===== src/hdl/lps_pkg.sv =====
// ----------------------------------------------------------------------------
// lps_pkg: shared types, codes and step tables of the LED pattern sequencer
// Holds the command codes, the step row format and the per-color step tables.
// ----------------------------------------------------------------------------
`default_nettype none

package lps_pkg;

  localparam int COUNT_BITS = 8;
  localparam int STEP_BITS  = 4;
  localparam int FUNC_BITS  = 2;
  localparam int PAT_BITS   = 3;

  // Command codes carried in the func field.
  localparam logic [FUNC_BITS-1:0] FUNC_TICK      = 2'd0;
  localparam logic [FUNC_BITS-1:0] FUNC_START_RED = 2'd1;
  localparam logic [FUNC_BITS-1:0] FUNC_START_BLU = 2'd2;
  localparam logic [FUNC_BITS-1:0] FUNC_ALL_OFF   = 2'd3;

  // Channel identifiers.
  localparam logic CHAN_RED  = 1'b0;
  localparam logic CHAN_BLUE = 1'b1;

  typedef struct packed {
    logic                  level;
    logic [STEP_BITS-1:0]  next;
    logic [COUNT_BITS-1:0] count;
  } step_row_t;

  typedef struct packed {
    logic tick;
    logic start;
    logic clear;
  } chan_cmd_t;

  typedef struct packed {
    logic on;
    logic busy;
  } chan_stat_t;

  function automatic step_row_t make_row(input logic lvl, input int nxt, input int cnt);
    step_row_t r;
    r.level = lvl;
    r.next  = STEP_BITS'(nxt);
    r.count = COUNT_BITS'(cnt);
    return r;
  endfunction

  function automatic step_row_t red_row(input logic [STEP_BITS-1:0] step);
    step_row_t r;
    case (step)
      4'd1:    r = make_row(1'b1, 2, 20);
      4'd3:    r = make_row(1'b1, 4, 100);
      4'd4:    r = make_row(1'b0, 3, 100);
      4'd5:    r = make_row(1'b1, 6, 10);
      4'd6:    r = make_row(1'b0, 7, 20);
      4'd7:    r = make_row(1'b1, 8, 10);
      4'd8:    r = make_row(1'b0, 9, 20);
      4'd9:    r = make_row(1'b1, 10, 10);
      4'd11:   r = make_row(1'b1, 12, 20);
      4'd12:   r = make_row(1'b0, 11, 40);
      4'd13:   r = make_row(1'b1, 14, 100);
      default: r = make_row(1'b0, 0, 0);
    endcase
    return r;
  endfunction

  function automatic step_row_t blue_row(input logic [STEP_BITS-1:0] step);
    step_row_t r;
    case (step)
      4'd1:    r = make_row(1'b1, 2, 20);
      4'd3:    r = make_row(1'b1, 4, 200);
      4'd5:    r = make_row(1'b1, 6, 100);
      4'd6:    r = make_row(1'b0, 5, 100);
      4'd7:    r = make_row(1'b1, 8, 10);
      4'd8:    r = make_row(1'b0, 9, 20);
      4'd9:    r = make_row(1'b1, 10, 10);
      4'd10:   r = make_row(1'b0, 11, 20);
      4'd11:   r = make_row(1'b1, 12, 10);
      4'd13:   r = make_row(1'b1, 14, 30);
      default: r = make_row(1'b0, 0, 0);
    endcase
    return r;
  endfunction

  function automatic logic [STEP_BITS-1:0] red_first(input logic [PAT_BITS-1:0] pat);
    logic [STEP_BITS-1:0] s;
    case (pat)
      3'd1:    s = 4'd1;
      3'd2:    s = 4'd3;
      3'd3:    s = 4'd5;
      3'd4:    s = 4'd11;
      3'd5:    s = 4'd13;
      default: s = 4'd0;
    endcase
    return s;
  endfunction

  function automatic logic [STEP_BITS-1:0] blue_first(input logic [PAT_BITS-1:0] pat);
    logic [STEP_BITS-1:0] s;
    case (pat)
      3'd1:    s = 4'd1;
      3'd2:    s = 4'd3;
      3'd3:    s = 4'd5;
      3'd4:    s = 4'd7;
      3'd5:    s = 4'd13;
      default: s = 4'd0;
    endcase
    return s;
  endfunction

endpackage

`default_nettype wire


===== src/hdl/lps_channel.sv =====
// ----------------------------------------------------------------------------
// lps_channel: one LED channel of the pattern sequencer
// Holds step, countdown and level of one color and advances them per command.
// ----------------------------------------------------------------------------
`default_nettype none

module lps_channel (
  input  wire logic                         clk,
  input  wire logic                         rst_n,
  input  wire logic                         chan_id,
  input  wire lps_pkg::chan_cmd_t           cmd,
  input  wire logic [lps_pkg::PAT_BITS-1:0] pattern,
  output lps_pkg::chan_stat_t               stat_nxt
);
  import lps_pkg::*;

  logic [STEP_BITS-1:0]  step_r, step_nxt;
  logic [COUNT_BITS-1:0] cnt_r, cnt_nxt;
  logic                  level_r, level_nxt;

  logic [STEP_BITS-1:0]  sel_step;
  step_row_t             row;
  logic                  expire;

  always_comb begin
    sel_step = cmd.start ? ((chan_id == CHAN_BLUE) ? blue_first(pattern) : red_first(pattern))
                         : step_r;
    row      = (chan_id == CHAN_BLUE) ? blue_row(sel_step) : red_row(sel_step);
    // An armed countdown at one runs out on this tick.
    expire   = cmd.tick && (cnt_r == COUNT_BITS'(1));

    step_nxt  = step_r;
    cnt_nxt   = cnt_r;
    level_nxt = level_r;
    if (cmd.clear) begin
      step_nxt  = '0;
      cnt_nxt   = '0;
      level_nxt = 1'b0;
    end else if (cmd.start || expire) begin
      step_nxt  = row.next;
      cnt_nxt   = row.count;
      level_nxt = row.level;
    end else if (cmd.tick && (cnt_r != '0)) begin
      cnt_nxt = cnt_r - COUNT_BITS'(1);
    end

    stat_nxt.on   = level_nxt;
    stat_nxt.busy = (cnt_nxt != '0);
  end

  always_ff @(posedge clk) begin
    if (!rst_n) begin
      step_r  <= '0;
      cnt_r   <= '0;
      level_r <= 1'b0;
    end else begin
      step_r  <= step_nxt;
      cnt_r   <= cnt_nxt;
      level_r <= level_nxt;
    end
  end

endmodule

`default_nettype wire


===== src/hdl/two_channel_led_pattern_sequencer_unit.sv =====
// The result of an accepted input transaction is registered and shows on out_*
// in the next cycle. Throughput: one transaction per cycle unless the output
// stalls; the channel state updates at the accepting edge, so a command or tick
// may follow in the very next cycle. The result register doubles as the output
// stage: input is taken whenever it is empty or is being drained in the same cycle.
// Reset (rst_n low, synchronous): both channels off, countdowns disarmed, no result.
// ----------------------------------------------------------------------------
// two_channel_led_pattern_sequencer_unit: red/blue LED blink pattern sequencer
// Decodes commands and ticks, drives two channel sequencers, registers status.
// ----------------------------------------------------------------------------
`default_nettype none

module two_channel_led_pattern_sequencer_unit (
  input  wire logic       clk,
  input  wire logic       rst_n,
  input  wire logic       in_tvalid,
  output logic            in_tready,
  input  wire logic [7:0] in_tdata,   // [1:0] func, [4:2] pattern, [7:5] zero
  output logic            out_tvalid,
  input  wire logic       out_tready,
  output logic [7:0]      out_tdata   // [0] red_on, [1] blue_on, [2] red_busy,
                                      // [3] blue_busy, [7:4] zero
);
  import lps_pkg::*;

  logic                  accept;
  logic [FUNC_BITS-1:0]  func;
  logic [PAT_BITS-1:0]   pattern;
  chan_cmd_t             red_cmd, blue_cmd;
  chan_stat_t            red_stat, blue_stat;

  logic                  out_valid_r;
  logic [3:0]            out_data_r;

  // The single output register frees up whenever the sink takes its contents.
  assign in_tready = !out_valid_r || out_tready;
  assign accept    = in_tvalid && in_tready;

  assign func    = in_tdata[FUNC_BITS-1:0];
  assign pattern = in_tdata[FUNC_BITS +: PAT_BITS];

  // A tick and all-off reach both channels; a start reaches only its own color.
  always_comb begin
    red_cmd.tick   = accept && (func == FUNC_TICK);
    red_cmd.start  = accept && (func == FUNC_START_RED);
    red_cmd.clear  = accept && (func == FUNC_ALL_OFF);
    blue_cmd.tick  = red_cmd.tick;
    blue_cmd.start = accept && (func == FUNC_START_BLU);
    blue_cmd.clear = red_cmd.clear;
  end

  lps_channel u_red (
    .clk      (clk),
    .rst_n    (rst_n),
    .chan_id  (CHAN_RED),
    .cmd      (red_cmd),
    .pattern  (pattern),
    .stat_nxt (red_stat)
  );

  lps_channel u_blue (
    .clk      (clk),
    .rst_n    (rst_n),
    .chan_id  (CHAN_BLUE),
    .cmd      (blue_cmd),
    .pattern  (pattern),
    .stat_nxt (blue_stat)
  );

  // Result register: loads the post-command status with each accepted transaction.
  always_ff @(posedge clk) begin
    if (!rst_n) begin
      out_valid_r <= 1'b0;
    end else if (accept) begin
      out_valid_r <= 1'b1;
    end else if (out_tready) begin
      out_valid_r <= 1'b0;
    end
  end

  always_ff @(posedge clk) begin
    if (accept) begin
      out_data_r <= {blue_stat.busy, red_stat.busy, blue_stat.on, red_stat.on};
    end
  end

  assign out_tvalid = out_valid_r;
  assign out_tdata  = {4'b0000, out_data_r};

endmodule

`default_nettype wire


===== config.mk =====
export PLATFORM = sky130hd
export DESIGN_NAME = two_channel_led_pattern_sequencer_unit
export DESIGN_NICKNAME = d
export VERILOG_FILES = /design/src/hdl/lps_pkg.sv /design/src/hdl/lps_channel.sv /design/src/hdl/two_channel_led_pattern_sequencer_unit.sv
export SDC_FILE = /design/constraint.sdc
export NUM_CORES = 1
export LEC_CHECK = 0
export CAP_MARGIN = 10
export CORE_MARGIN = 1.5
export CORE_UTILIZATION = 58
export DETAILED_ROUTE_END_ITERATION = 6
export DONT_BUFFER_PORTS = 1
export PLACE_DENSITY = 0.82
export SYNTH_ARGS = -nofsm -noshare
export SYNTH_HDL_FRONTEND = slang
export SYNTH_SLANG_ARGS = --single-unit

===== constraint.sdc =====
create_clock -name clk -period 3 [get_ports clk]
set_input_delay 0.6 -clock clk [delete_from_list [all_inputs] [get_ports clk]]
set_output_delay 0.6 -clock clk [all_outputs]
set_load 0.05 [all_outputs]

==> results.md, run 1 <==
* Final core area utilization at 67.1%
* CP Data Arrival Time at 2.79 ns
* Setup repair after global routing missed its margin: false
* Chain of cells forming the critical path: nor2b_4 -> inv_6 -> buf_4 -> nand3_1 -> buf_4 -> nor2b_1 -> a21o_1 -> inv_1 -> ha_1 -> o21ai_0 -> a21boi_1 -> a211oi_1 -> nand4_1
* Final period utilization at 92.2%
* Power per cell area at 410 nW/um^2
* Final min period at 2.77 ns
* Via count of the first global-routing pass at 2,148
* Worst Path Buf+Inv at 4
* Maximum number of pins on one net before global-route repair at 14
* Growth of design area from synthesis to finish at 10.1%
* Number of DRC violations after detailed routing at 0
* I/O Buffers at 0
* # Max-Cap Violations at 0
* Nature of the critical path endpoint: flop
* Data required time of the worst path at 3.02 ns
* Number of nets at the end of the flow at 353
* Max FO, Critical Path at 7
* Overall die area at 4630 sq um
* CTS tree: done
* Total negative slack at 0 ns
* Aggregate routed wire length at 6080 um
* Core Area at 4030 sq um
* Global-route wire length before repair at 9740 um
* Maximum buffer depth of the clock tree at 2
* Share of synthesized registers carrying an async set or reset at 0%
* Most Frequent Cell on Critical Path: sky130_fd_sc_hd__buf_4
* Routed wirelength normalized by instance count at 16.3 um
* Class of the tightest hold or removal check: input pin to flop
* Die Span Y at 68.1 um
* Power after layout at 1110 uW
* LEAKAGE at 0.00116 uW
* Gpl congestion at 0.896
* First DRT Iteration DRCs at 212
* Flops & latches, synth at 31
* Maximum level of the CTS H-tree at 2
* Class of the most critical setup path: flop to flop
* Number of hold buffers added after cts at 0
* Worst clock skew at 0.00565 ns
* Clock Pin Slew Worst Setup and Hold Paths at 0.07 ns
* Global routing usage summed across all routing layers at 27.8%
* Number of gates resized after CTS at 0
* Count of mapped cells out of synthesis at 307
* Largest stage delay on the critical path at 0.32 ns
* Total global routing overflow at 0
* Launching element type of the critical path: flop
* Max Clock Freq at 362 MHz
* Placement Rows at 23
* Fraction of final layout cells sized beyond drive strength 1 at 12.1%
* Detailed Place HPWL at 4480 um
* Leading cell types by total area after synthesis: sky130_fd_sc_hd__dfxtp_1, sky130_fd_sc_hd__ha_1, sky130_fd_sc_hd__mux2i_1, sky130_fd_sc_hd__edfxtp_1, sky130_fd_sc_hd__nor2_1
* Number of primary I/O pins at 22
* CP max-delay cell: sky130_fd_sc_hd__dfxtp_2
* Flop-to-flop setup slack at 0.23 ns
* Vias after detailed routing at 2,372
* Post-synthesis sequential area ratio at 26.9%
* Number of hold violations in the final report at 0
* Leading area contributor after synthesis: sky130_fd_sc_hd__dfxtp_1
* Setup fix buffers added after clock tree synthesis at 0
* Horizontal extent of the die at 68.1 um
* Dominant register cell in the synthesized netlist: sky130_fd_sc_hd__dfxtp_1
* Buffer type at the clock tree root: sky130_fd_sc_hd__clkbuf_8
* Clock sink count at 31
* Detailed-router iteration count before antenna repair at 4
* Slew Viols, Final at 0
* Number of vias per cell at 6.38
* # diodes at 0
* Post-synth EDFFs at 4
* Initial antenna violation count at 0
* Area share of the largest cell type after synthesis at 22.0%
* Number of warning messages in the yosys log at 0
* Setup-failing EPs final at 0
* Family with the most delay on the worst path: compound AO/OA/AOI/OAI gates
* Effective utilization at floorplan at 60.9%
* Post-synth cell types at 60
* Average instance area after synthesis at 8.00 sq um
* TritonCTS buffer count at 5
* Worst IR Drop VDD at 0.185 mV
* Post-synthesis instance area at 2450 sq um
* Clock latency at the later pin of the worst-skew pair at 0.29 ns
* Final ANT Viol Nets at 0
* Outcome: finished, final reports clean
==> flip-flops by register name (all words and copies together) (netlist names) <==
| signal | cells |
|---|---|
| u_red.cnt_r | 8 |
| out_data_r | 4 |
| u_blue.level_r | 1 |
| u_blue.step_r | 4 |
| u_red.level_r | 1 |
| u_blue.cnt_r | 8 |
| u_red.step_r | 4 |
| out_tvalid | 1 |
==> cell usage in the layout, fill, tap and decap left out, drive strengths merged, types with 4 or more instances in the layout <==
| cell | netlist | routed |
|---|---|---|
| nor2 | 31 | 31 |
| dfxtp | 27 | 27 |
| nand2 | 21 | 21 |
| buf | 9 | 20 |
| ha | 19 | 19 |
| nor3 | 18 | 18 |
| nand3 | 17 | 17 |
| a21oi | 16 | 16 |
| inv | 16 | 16 |
| mux2i | 12 | 12 |
| o21ai | 12 | 12 |
| xor2 | 8 | 8 |
| xnor2 | 6 | 6 |
| a211oi | 6 | 6 |
| mux2 | 6 | 6 |
| a31oi | 5 | 5 |
| or3 | 5 | 5 |
| and3 | 5 | 5 |
| clkbuf | 6 | 5 |
| nand2b | 4 | 4 |
| and2 | 4 | 4 |
| a311oi | 4 | 4 |
| conb | 1 | 4 |
| edfxtp | 4 | 4 |
==> synth_stat cells (2+ instances only) <==
cell                       instances
sky130_fd_sc_hd__a211oi_1          6
sky130_fd_sc_hd__a21boi_1          2
sky130_fd_sc_hd__a21oi_1          16
sky130_fd_sc_hd__a311oi_1          4
sky130_fd_sc_hd__a31oi_1           5
sky130_fd_sc_hd__a32oi_1           2
sky130_fd_sc_hd__and2_1            4
sky130_fd_sc_hd__and3_1            5
sky130_fd_sc_hd__and3b_1           3
sky130_fd_sc_hd__buf_2             4
sky130_fd_sc_hd__buf_4             4
sky130_fd_sc_hd__clkbuf_1          6
sky130_fd_sc_hd__dfxtp_1          27
sky130_fd_sc_hd__edfxtp_1          4
sky130_fd_sc_hd__ha_1             19
sky130_fd_sc_hd__inv_1            15
sky130_fd_sc_hd__mux2_2            6
sky130_fd_sc_hd__mux2i_1          12
sky130_fd_sc_hd__nand2_1          21
sky130_fd_sc_hd__nand2b_1          4
sky130_fd_sc_hd__nand3_1          17
sky130_fd_sc_hd__nand3b_1          3
sky130_fd_sc_hd__nand4_1           2
sky130_fd_sc_hd__nand4b_1          3
sky130_fd_sc_hd__nor2_1           31
sky130_fd_sc_hd__nor2b_1           2
sky130_fd_sc_hd__nor3_1           17
sky130_fd_sc_hd__nor3b_1           2
sky130_fd_sc_hd__o211ai_1          3
sky130_fd_sc_hd__o21ai_0          11
sky130_fd_sc_hd__o31a_1            2
sky130_fd_sc_hd__or3_1             5
sky130_fd_sc_hd__xnor2_1           6
sky130_fd_sc_hd__xor2_1            8
==> where the power goes <==
group | switching, uW | leakage [uW] | internal [uW]
Sequential | 45.4 | 0.000259 | 450
Clock | 160 | 0.0000414 | 154
Combinational | 176 | 0.000857 | 123
Total | 382 | 0.00116 | 727
==> logic make-up (layout without fill, tap and decap cells) <==
logic type                 after synthesis  in the layout  share of synthesized area, %
AOI/OAI and AO/OA                       64             64                          17.4
xor gates and xnor gates                14             14                          5.00
adders and majority gates               19             19                          9.68
buffers and inverters                   32             44                          5.71
DFF                                     31             31                          26.9
muxes                                   18             18                          7.65
other                                    1              4                         0.153
and+or+nand+nor                        128            128                          27.5
==> final timing paths <==
path | from | to | depth (start not counted)
max | out_tvalid$_SDFFE_PN0P_ | out_data_r[3]$_DFFE_PP_ | 13
min | rst_n | u_red.cnt_r[5]$_SDFF_PN0_ | 1
max reg2reg | out_tvalid$_SDFFE_PN0P_ | out_data_r[3]$_DFFE_PP_ | 13
min reg2reg | u_red.step_r[0]$_SDFFE_PP0N_ | u_red.step_r[0]$_SDFFE_PP0N_ | 2
==> per-stage QoR <==
stage	setup slack, ns	std cells	hold slack [ns]	instance area, sq um
global route	0.0318	372	0.444	2700
floorplan	0.0357	310	0.458	2500
detailed placement	0.0165	365	0.499	2630
CTS	0.270	372	0.428	2700
global placement	0.0568	365	0.474	2630
finish	0.235	372	0.430	2700
==> worst reg2reg max path, delay by kind of cell (launching register included) <==
| kind | cells | cell delay, ns |
|---|---|---|
| simple gates | 4 | 0.58 |
| compound gates | 4 | 0.79 |
| flops | 1 | 0.32 |
| buf+inv | 4 | 0.55 |
| fa+ha+maj | 1 | 0.25 |
==> cell type report <==
class | count | area, sq um
Inverter | 17 | 68.8
Clock buffer | 5 | 68.8
Timing Repair Buffer | 20 | 150
Clock inverter | 2 | 8.76
Fill cell | 342 | 1330
Sequential cell | 31 | 662
Multi-Input combinational cell | 247 | 1680
Tap cell | 50 | 62.6
==> layer usage <==
metal  part of all wire, %  up-vias  GRT usage (%)
li1                      -     1135              -
met1                    45     1130           36.4
met2                    46       92           45.6
met3                   6.8       15           5.76
met4                   1.8        0           8.75
met5                     0        -              0
No activity file was read; power rests on OpenSTA's default activity.
==> run 2: changes to the inputs <==
CORE_UTILIZATION = 59   (was 58)
PLACE_DENSITY = 0.81   (was 0.82)
clock period = 3.5 ns   (was 3 ns; I/O delays follow)
==> run 2 against run 1 <==
Compared with the run above: non-clock buffer count shrank 6; setup slack gained 0.21 ns; design area down 2.5%; wire length fell by 6.4%; utilization shrank 1.2 points; flip-flop and latch count unchanged; cell count shrank 1.6%; critical path type is now input pin to flop; largest cell class unchanged; largest power group unchanged; highest routed layer unchanged.
==> results.md, run 2 (synthesis results as in run 1) <==
* CTS tree: done
* Overall die area at 4560 sq um (-1.6%)
* Outcome: finished, final reports clean
* Maximum buffer depth of the clock tree at 2 (unchanged)
* Number of DRC violations after detailed routing at 0 (unchanged)
* Most Frequent Cell on Critical Path: sky130_fd_sc_hd__ha_1
* Core Area at 4000 sq um (-0.71%)
* First DRT Iteration DRCs at 203 (-4.2%)
* Number of vias per cell at 6.11 (-4.2%)
* Total negative slack at 0 ns (unchanged)
* Nature of the critical path endpoint: flop
* Vias after detailed routing at 2,236 (-5.7%)
* Global-route wire length before repair at 9160 um (-5.9%)
* I/O Buffers at 0 (unchanged)
* Number of hold buffers added after cts at 0 (unchanged)
* Maximum level of the CTS H-tree at 2 (unchanged)
* Number of gates resized after CTS at 0 (unchanged)
* Number of primary I/O pins at 22 (unchanged)
* Class of the most critical setup path: input pin to flop
* Final period utilization at 87.2%
* Setup fix buffers added after clock tree synthesis at 0 (unchanged)
* Buffer type at the clock tree root: sky130_fd_sc_hd__clkbuf_8
* Final ANT Viol Nets at 0 (unchanged)
* TritonCTS buffer count at 5 (unchanged)
* Design area at 2640 sq um (-2.5%)
* # Max-Cap Violations at 0 (unchanged)
* Clock sink count at 31 (unchanged)
* Max FO, Critical Path at 5 (-2)
* Non-filler cells, final at 366 (-1.6%)
* Commonest cells after routing, fill and taps aside: sky130_fd_sc_hd__nor2_1, sky130_fd_sc_hd__dfxtp_1, sky130_fd_sc_hd__nand2_1
* Dpl cells at 359 (-1.6%)
* Class of the tightest hold or removal check: flop to flop
* Largest stage delay on the critical path at 0.42 ns (+0.10 ns)
* Slew Viols, Final at 0 (unchanged)
* Aggregate routed wire length at 5690 um (-6.4%)
* Launching element type of the critical path: input pin
* Effective utilization at floorplan at 61.4% (+0.44 points)
* CP Data Arrival Time at 3.06 ns (+0.27 ns)
* Maximum number of pins on one net before global-route repair at 14 (unchanged)
* LEAKAGE at 0.00112 uW (-3.2%)
* Fraction of final layout cells sized beyond drive strength 1 at 9.49% (-2.6 points)
* Global routing usage summed across all routing layers at 26.6% (-1.2 points)
* Worst clock skew at 0.00571 ns (+0.0000646 ns)
* Number of hold violations in the final report at 0 (unchanged)
* Die Span Y at 67.5 um (-0.81%)
* Routed wirelength normalized by instance count at 15.6 um (-4.9%)
* CP max-delay cell: sky130_fd_sc_hd__nor4b_1
* Clock latency at the later pin of the worst-skew pair at 0.28 ns (about the same)
* Growth of design area from synthesis to finish at 7.34%
* Via count of the first global-routing pass at 1,994 (-7.2%)
* Area post-placement at 2560 sq um (-2.6%)
* Setup repair after global routing missed its margin: false
* Actual transition at the worst max-transition pin at 0.491 ns
* # diodes at 0 (unchanged)
* Commonest non-fill, non-tap cell in the layout: sky130_fd_sc_hd__nor2_1
* Total global routing overflow at 0 (unchanged)
* Detailed Place HPWL at 4230 um (-5.4%)
* Power after layout at 937 uW (-16%)
* Worst IR Drop VDD at 0.156 mV (-15%)
* Biggest regs: u_blue.cnt_r: 8 flops, u_red.cnt_r: 8 flops
* Chain of cells forming the critical path: inv_1 -> ha_1 -> nor3_1 -> mux2i_1 -> ha_1 -> and4_1 -> nor4b_1 -> a221oi_1 -> a311oi_1 -> nand4b_1
* Power per cell area at 355 nW/um^2 (-13%)
* Horizontal extent of the die at 67.5 um (-0.81%)
* Filler cell count in the final layout at 338 (-1.2%)
* Initial antenna violation count at 0 (unchanged)
* Relative slew margins at 66.9%
* Setup-failing EPs final at 0 (unchanged)
* Data required time of the worst path at 3.51 ns (+0.49 ns)
* Final min period at 3.05 ns
* Placement Rows at 23 (unchanged)
* Gpl congestion at 0.832 (-7.1%)
* Max Clock Freq at 328 MHz
* Clock Pin Slew Worst Setup and Hold Paths at 0.07 ns (about the same)
* Detailed-router iteration count before antenna repair at 4 (unchanged)
* Number of nets at the end of the flow at 347 (-1.7%)
run 2: area by class of cell:
class                      instances  area (sq um)  area share [%]
tap                               50          62.6            2.37
clock buffer                       5          68.8            2.61
clock inverter                     2          8.76           0.332
timing repair buffer              14           105            3.99
multi-input combinational        247          1670            63.2
inverter                          17          63.8            2.42
sequential                        31           661            25.1
run 2: worst max-delay path: cells and delay by family:
family / cells / cell delay, ns
fa+ha+maj: 2 / 0.60
mux: 1 / 0.23
simple gates: 4 / 1.07
compound gates: 2 / 0.44
buf+inv: 1 / 0.02
run 2: where the power goes:
part	leakage [uW]	internal, uW	switching, uW	total (uW)
Sequential	0.000259	386	38.6	424
Clock	0.0000414	132	137	269
Combinational	0.000820	97.6	146	243
Total	0.00112	615	321	937
run 2: metrics by stage:
stage                     hold WS [ns]  worst slack (ns)  utilization (%)
after floorplan                  0.458            0.0809                -
after global routing             0.525             0.317             65.9
after CTS                        0.494             0.475             65.9
after global placement           0.471             0.230             63.9
after detailed placement         0.485             0.167             63.9
final                            0.500             0.448             65.9
run 2: path summary, 6_finish.rpt:
path                                  from                            end  slack (ns)  cells past startpoint
min          u_blue.step_r[2]$_SDFFE_PP0N_  u_blue.step_r[2]$_SDFFE_PP0N_        0.50                      2
max reg2reg        out_tvalid$_SDFFE_PN0P_        out_data_r[2]$_DFFE_PP_        0.56                     10
max                            in_tdata[3]        out_data_r[2]$_DFFE_PP_        0.45                     10
min reg2reg  u_blue.step_r[2]$_SDFFE_PP0N_  u_blue.step_r[2]$_SDFFE_PP0N_        0.50                      2
run 2: routing by layer:
| layer | wire length (um) | track usage, % | vias to the layer above | share of wire (%) |
|---|---|---|---|---|
| li1 | - | - | 1126 | - |
| met1 | 2700 | 35.6 | 1028 | 47 |
| met2 | 2530 | 42.3 | 76 | 45 |
| met3 | 384 | 6.50 | 6 | 6.7 |
| met4 | 74 | 7.65 | 0 | 1.3 |
| met5 | 0 | 0 | - | 0 |
==> run 3: changes to the inputs <==
ABC_AREA = 1   (was not set)
==> run 3 against run 2 <==
Compared with the run above: cell count increased by 32%; global-route usage decreased by 2.2 points; clock skew about the same; clock-buffer cell count increased by 2; largest cell class unchanged; non-clock buffer count decreased by 13; wire length decreased by 0.88%; largest power group unchanged; sequential power about the same; clock power increased by 9.7%; critical path depth increased by 5; total power increased by 10%; utilization decreased by 2.3 points; register-to-register slack improved by 0.28 ns.
==> results.md, run 3 <==
* Outcome: finished, final reports clean
* Maximum number of pins on one net before global-route repair at 18 (+4)
* CTS tree: done
* Most numerous cell in the Yosys netlist: sky130_fd_sc_hd__nand2_1
* Nature of the critical path endpoint: flop
* LEAKAGE at 0.00144 uW (+29%)
* TritonCTS buffer count at 5 (unchanged)
* Routed wirelength normalized by instance count at 11.7 um (-25%)
* Post-synthesis instance area at 2650 sq um (+8.1%)
* Reg-to-reg endpoint: out_data_r[3]$_DFFE_PP_
* Final min period at 2.81 ns (-0.246 ns)
* Biggest regs: u_blue.cnt_r: 8 flops, u_red.cnt_r: 8 flops
* Class of the tightest hold or removal check: flop to flop
* Average instance area after synthesis at 6.21 sq um (-22%)
* Setup repair after global routing missed its margin: false
* Leading cell types by total area after synthesis: sky130_fd_sc_hd__nand2_1, sky130_fd_sc_hd__dfxtp_1, sky130_fd_sc_hd__ha_1, sky130_fd_sc_hd__inv_1, sky130_fd_sc_hd__nand3_1
* Power per cell area at 373 nW/um^2 (+5.0%)
* I/O Buffers at 0 (unchanged)
* Horizontal extent of the die at 70.1 um (+3.8%)
* Dominant register cell in the synthesized netlist: sky130_fd_sc_hd__dfxtp_1
* Timing endpoint of the critical path: out_data_r[3]$_DFFE_PP_
* Buffer type at the clock tree root: sky130_fd_sc_hd__clkbuf_8
* Leading area contributor after synthesis: sky130_fd_sc_hd__nand2_1
* Chain of cells forming the critical path: inv_1 -> nand2_2 -> nand3_2 -> or2_2 -> o21ai_0 -> inv_1 -> ha_1 -> inv_1 -> nand2_1 -> nand2_1 -> nand2_1 -> nand2_1 -> nand3_1 -> nor2_1 -> nand2_1
* Worst hold-check slack at 0.510 ns (+0.0108 ns)
* Fraction of power consumed by the clock network at 28.6% (about the same)
* Number of vias per cell at 5.33 (-13%)
* Critical Path Start: out_tready
* Global routing usage summed across all routing layers at 24.5% (-2.2 points)
* Commonest cells after routing, fill and taps aside: sky130_fd_sc_hd__nand2_1, sky130_fd_sc_hd__inv_1, sky130_fd_sc_hd__nor2_1
* Number of primary I/O pins at 22 (unchanged)
* Growth of design area from synthesis to finish at 4.29%
* Number of hold violations in the final report at 0 (unchanged)
* Overall die area at 4910 sq um (+7.7%)
* Maximum buffer depth of the clock tree at 2 (unchanged)
* Clock latency at the later pin of the worst-skew pair at 0.28 ns (about the same)
* Worst IR Drop VDD at 0.250 mV (+60%)
* CP max-delay cell: sky130_fd_sc_hd__or2_2
* Detailed-router iteration count before antenna repair at 5 (+1)
* Final period utilization at 80.2% (-7.0 points)
* Max FO, Critical Path at 8 (+3)
* Setup-failing EPs final at 0 (unchanged)
* Final ANT Viol Nets at 0 (unchanged)
* Launching element type of the critical path: input pin
* Slew Viols, Final at 0 (unchanged)
* Class of the most critical setup path: input pin to flop
* Global-route wire length before repair at 9920 um (+8.4%)
* Most Frequent Cell on Critical Path: sky130_fd_sc_hd__nand2_1
* Number of DRC violations after detailed routing at 0 (unchanged)
* Post-synth cell types at 37 (-38%)
* Detailed Place HPWL at 4460 um (+5.3%)
* Number of hold buffers added after cts at 0 (unchanged)
* Actual transition at the worst max-transition pin at 0.523 ns (+0.0317 ns)
* Top cells by count, synth: sky130_fd_sc_hd__nand2_1, sky130_fd_sc_hd__inv_1, sky130_fd_sc_hd__nor2_1
* Aggregate routed wire length at 5640 um (-0.88%)
* Share of power burned in registers at 41.0% (-4.3 points)
* Share of power burned in combinational logic at 30.5% (+4.5 points)
* Fraction of final layout cells sized beyond drive strength 1 at 7.89% (-1.6 points)
* Post-synth EDFFs at 4 (unchanged)
* Gpl congestion at 0.894 (+7.4%)
* Initial antenna violation count at 0 (unchanged)
* Flops & latches, synth at 31 (unchanged)
* Die Span Y at 70.1 um (+3.8%)
* Core Area at 4350 sq um (+8.9%)
* # diodes at 0 (unchanged)
* Via count of the first global-routing pass at 2,399 (+20%)
* Setup fix buffers added after clock tree synthesis at 0 (unchanged)
* # Max-Cap Violations at 0 (unchanged)
* Total net switching power at 379 uW (+18%)
* Worst clock skew at 0.00583 ns (+0.000119 ns)
* Switching Fraction at 36.7% (+2.4 points)
* Vias after detailed routing at 2,576 (+15%)
* Start of the worst register-to-register path: out_tvalid$_SDFFE_PN0P_
* Placement Rows at 24 (+4.3%)
* R2r worst-path depth at 14 (+4)
* Post-synthesis sequential area ratio at 24.9% (-2.0 points)
* Commonest non-fill, non-tap cell in the layout: sky130_fd_sc_hd__nand2_1
* Relative slew margins at 65.2% (-1.7 points)
* Total global routing overflow at 0 (unchanged)
* Flop-to-flop setup slack at 0.84 ns (+0.28 ns)
* Clock sink count at 31 (unchanged)
* Count of mapped cells out of synthesis at 427 (+39%)
* First DRT Iteration DRCs at 137 (-33%)
* Total negative slack at 0 ns (unchanged)
* Number of gates resized after CTS at 0 (unchanged)
* Effective utilization at floorplan at 60.9% (-0.45 points)
* Number of warning messages in the yosys log at 0 (unchanged)
* Data required time of the worst path at 3.53 ns (+0.02 ns)
* Maximum level of the CTS H-tree at 2 (unchanged)
* Number of nets at the end of the flow at 461 (+33%)
* Internal Power at 653 uW (+6.1%)
* Area share of the largest cell type after synthesis at 20.5% (-1.5 points)
* Max Clock Freq at 356 MHz (+8.8%)
* Clock Pin Slew Worst Setup and Hold Paths at 0.07 ns (about the same)
* Share of synthesized registers carrying an async set or reset at 0% (unchanged)
* Largest stage delay on the critical path at 0.34 ns (-0.08 ns)
* CP Data Arrival Time at 2.84 ns (-0.22 ns)
## run 3: critical path: cells and delay by family
family / cells / cell delay [ns]
AO/OA/AOI/OAI: 1 / 0.19
adder cells (fa/ha/maj): 1 / 0.22
buffers and inverters: 3 / 0.24
AND/OR/NAND/NOR: 10 / 1.49
## run 3: cell families after synthesis
logic type / after synthesis / share of synthesized area [%]
simple gates: 250 / 40.9
buf+inv: 66 / 10.5
compound gates: 52 / 11.9
flops: 31 / 24.9
fa+ha+maj: 19 / 8.96
xor+xnor: 8 / 2.64
other cells: 1 / 0.141
## run 3: cell type report
type / count / area (sq um)
Tap cell: 52 / 65.1
Timing Repair Buffer: 1 / 7.51
Fill cell: 382 / 1590
Multi-Input combinational cell: 333 / 1720
Clock inverter: 1 / 5.00
Sequential cell: 31 / 661
Clock buffer: 7 / 86.3
Inverter: 58 / 218
## run 3: worst min path at each step
stage | endpoint | startpoint | slack [ns] | depth (start not counted)
after global placement | u_blue.step_r[2]$_SDFFE_PP0N_ | u_blue.step_r[2]$_SDFFE_PP0N_ | 0.49 | 2
after global routing | u_blue.step_r[2]$_SDFFE_PP0N_ | u_blue.step_r[2]$_SDFFE_PP0N_ | 0.54 | 2
after floorplan | u_blue.step_r[0]$_SDFFE_PP0N_ | u_blue.step_r[0]$_SDFFE_PP0N_ | 0.46 | 2
after detailed placement | u_blue.step_r[2]$_SDFFE_PP0N_ | u_blue.step_r[2]$_SDFFE_PP0N_ | 0.49 | 2
final | u_blue.step_r[2]$_SDFFE_PP0N_ | u_blue.step_r[2]$_SDFFE_PP0N_ | 0.51 | 2
after CTS | u_blue.step_r[2]$_SDFFE_PP0N_ | u_blue.step_r[2]$_SDFFE_PP0N_ | 0.51 | 2
## run 3: power groups by stage
stage	Combinational, uW	Clock (uW)	Sequential [uW]
3_3_place_gp	305	0	430
2_1_floorplan	262	0	430
3_5_place_dp	311	0	431
5_1_grt	360	309	425
4_1_cts	313	299	423
6_report	314	295	423
## run 3: metrics by stage
stage          std cells  power (uW)  setup WS (ns)  utilization (%)  cell area [sq um]
4_1_cts              483        1030          0.706             63.5               2770
3_3_place_gp         475         734          0.453             61.4               2680
3_5_place_dp         475         742          0.419             61.4               2680
5_1_grt              483        1090          0.484             63.5               2770
2_1_floorplan        430         692          0.723                -               2660
6_report             483        1030          0.694             63.5               2770
## run 3: routing by layer
| metal | wire length [um] | global-route usage (%) | vias to the layer above |
|---|---|---|---|
| met4 | 59 | 6.41 | 0 |
| met2 | 2630 | 41.5 | 80 |
| met1 | 2650 | 32.0 | 1132 |
| li1 | - | - | 1357 |
| met3 | 301 | 4.47 | 7 |
| met5 | 0 | 0 | - |
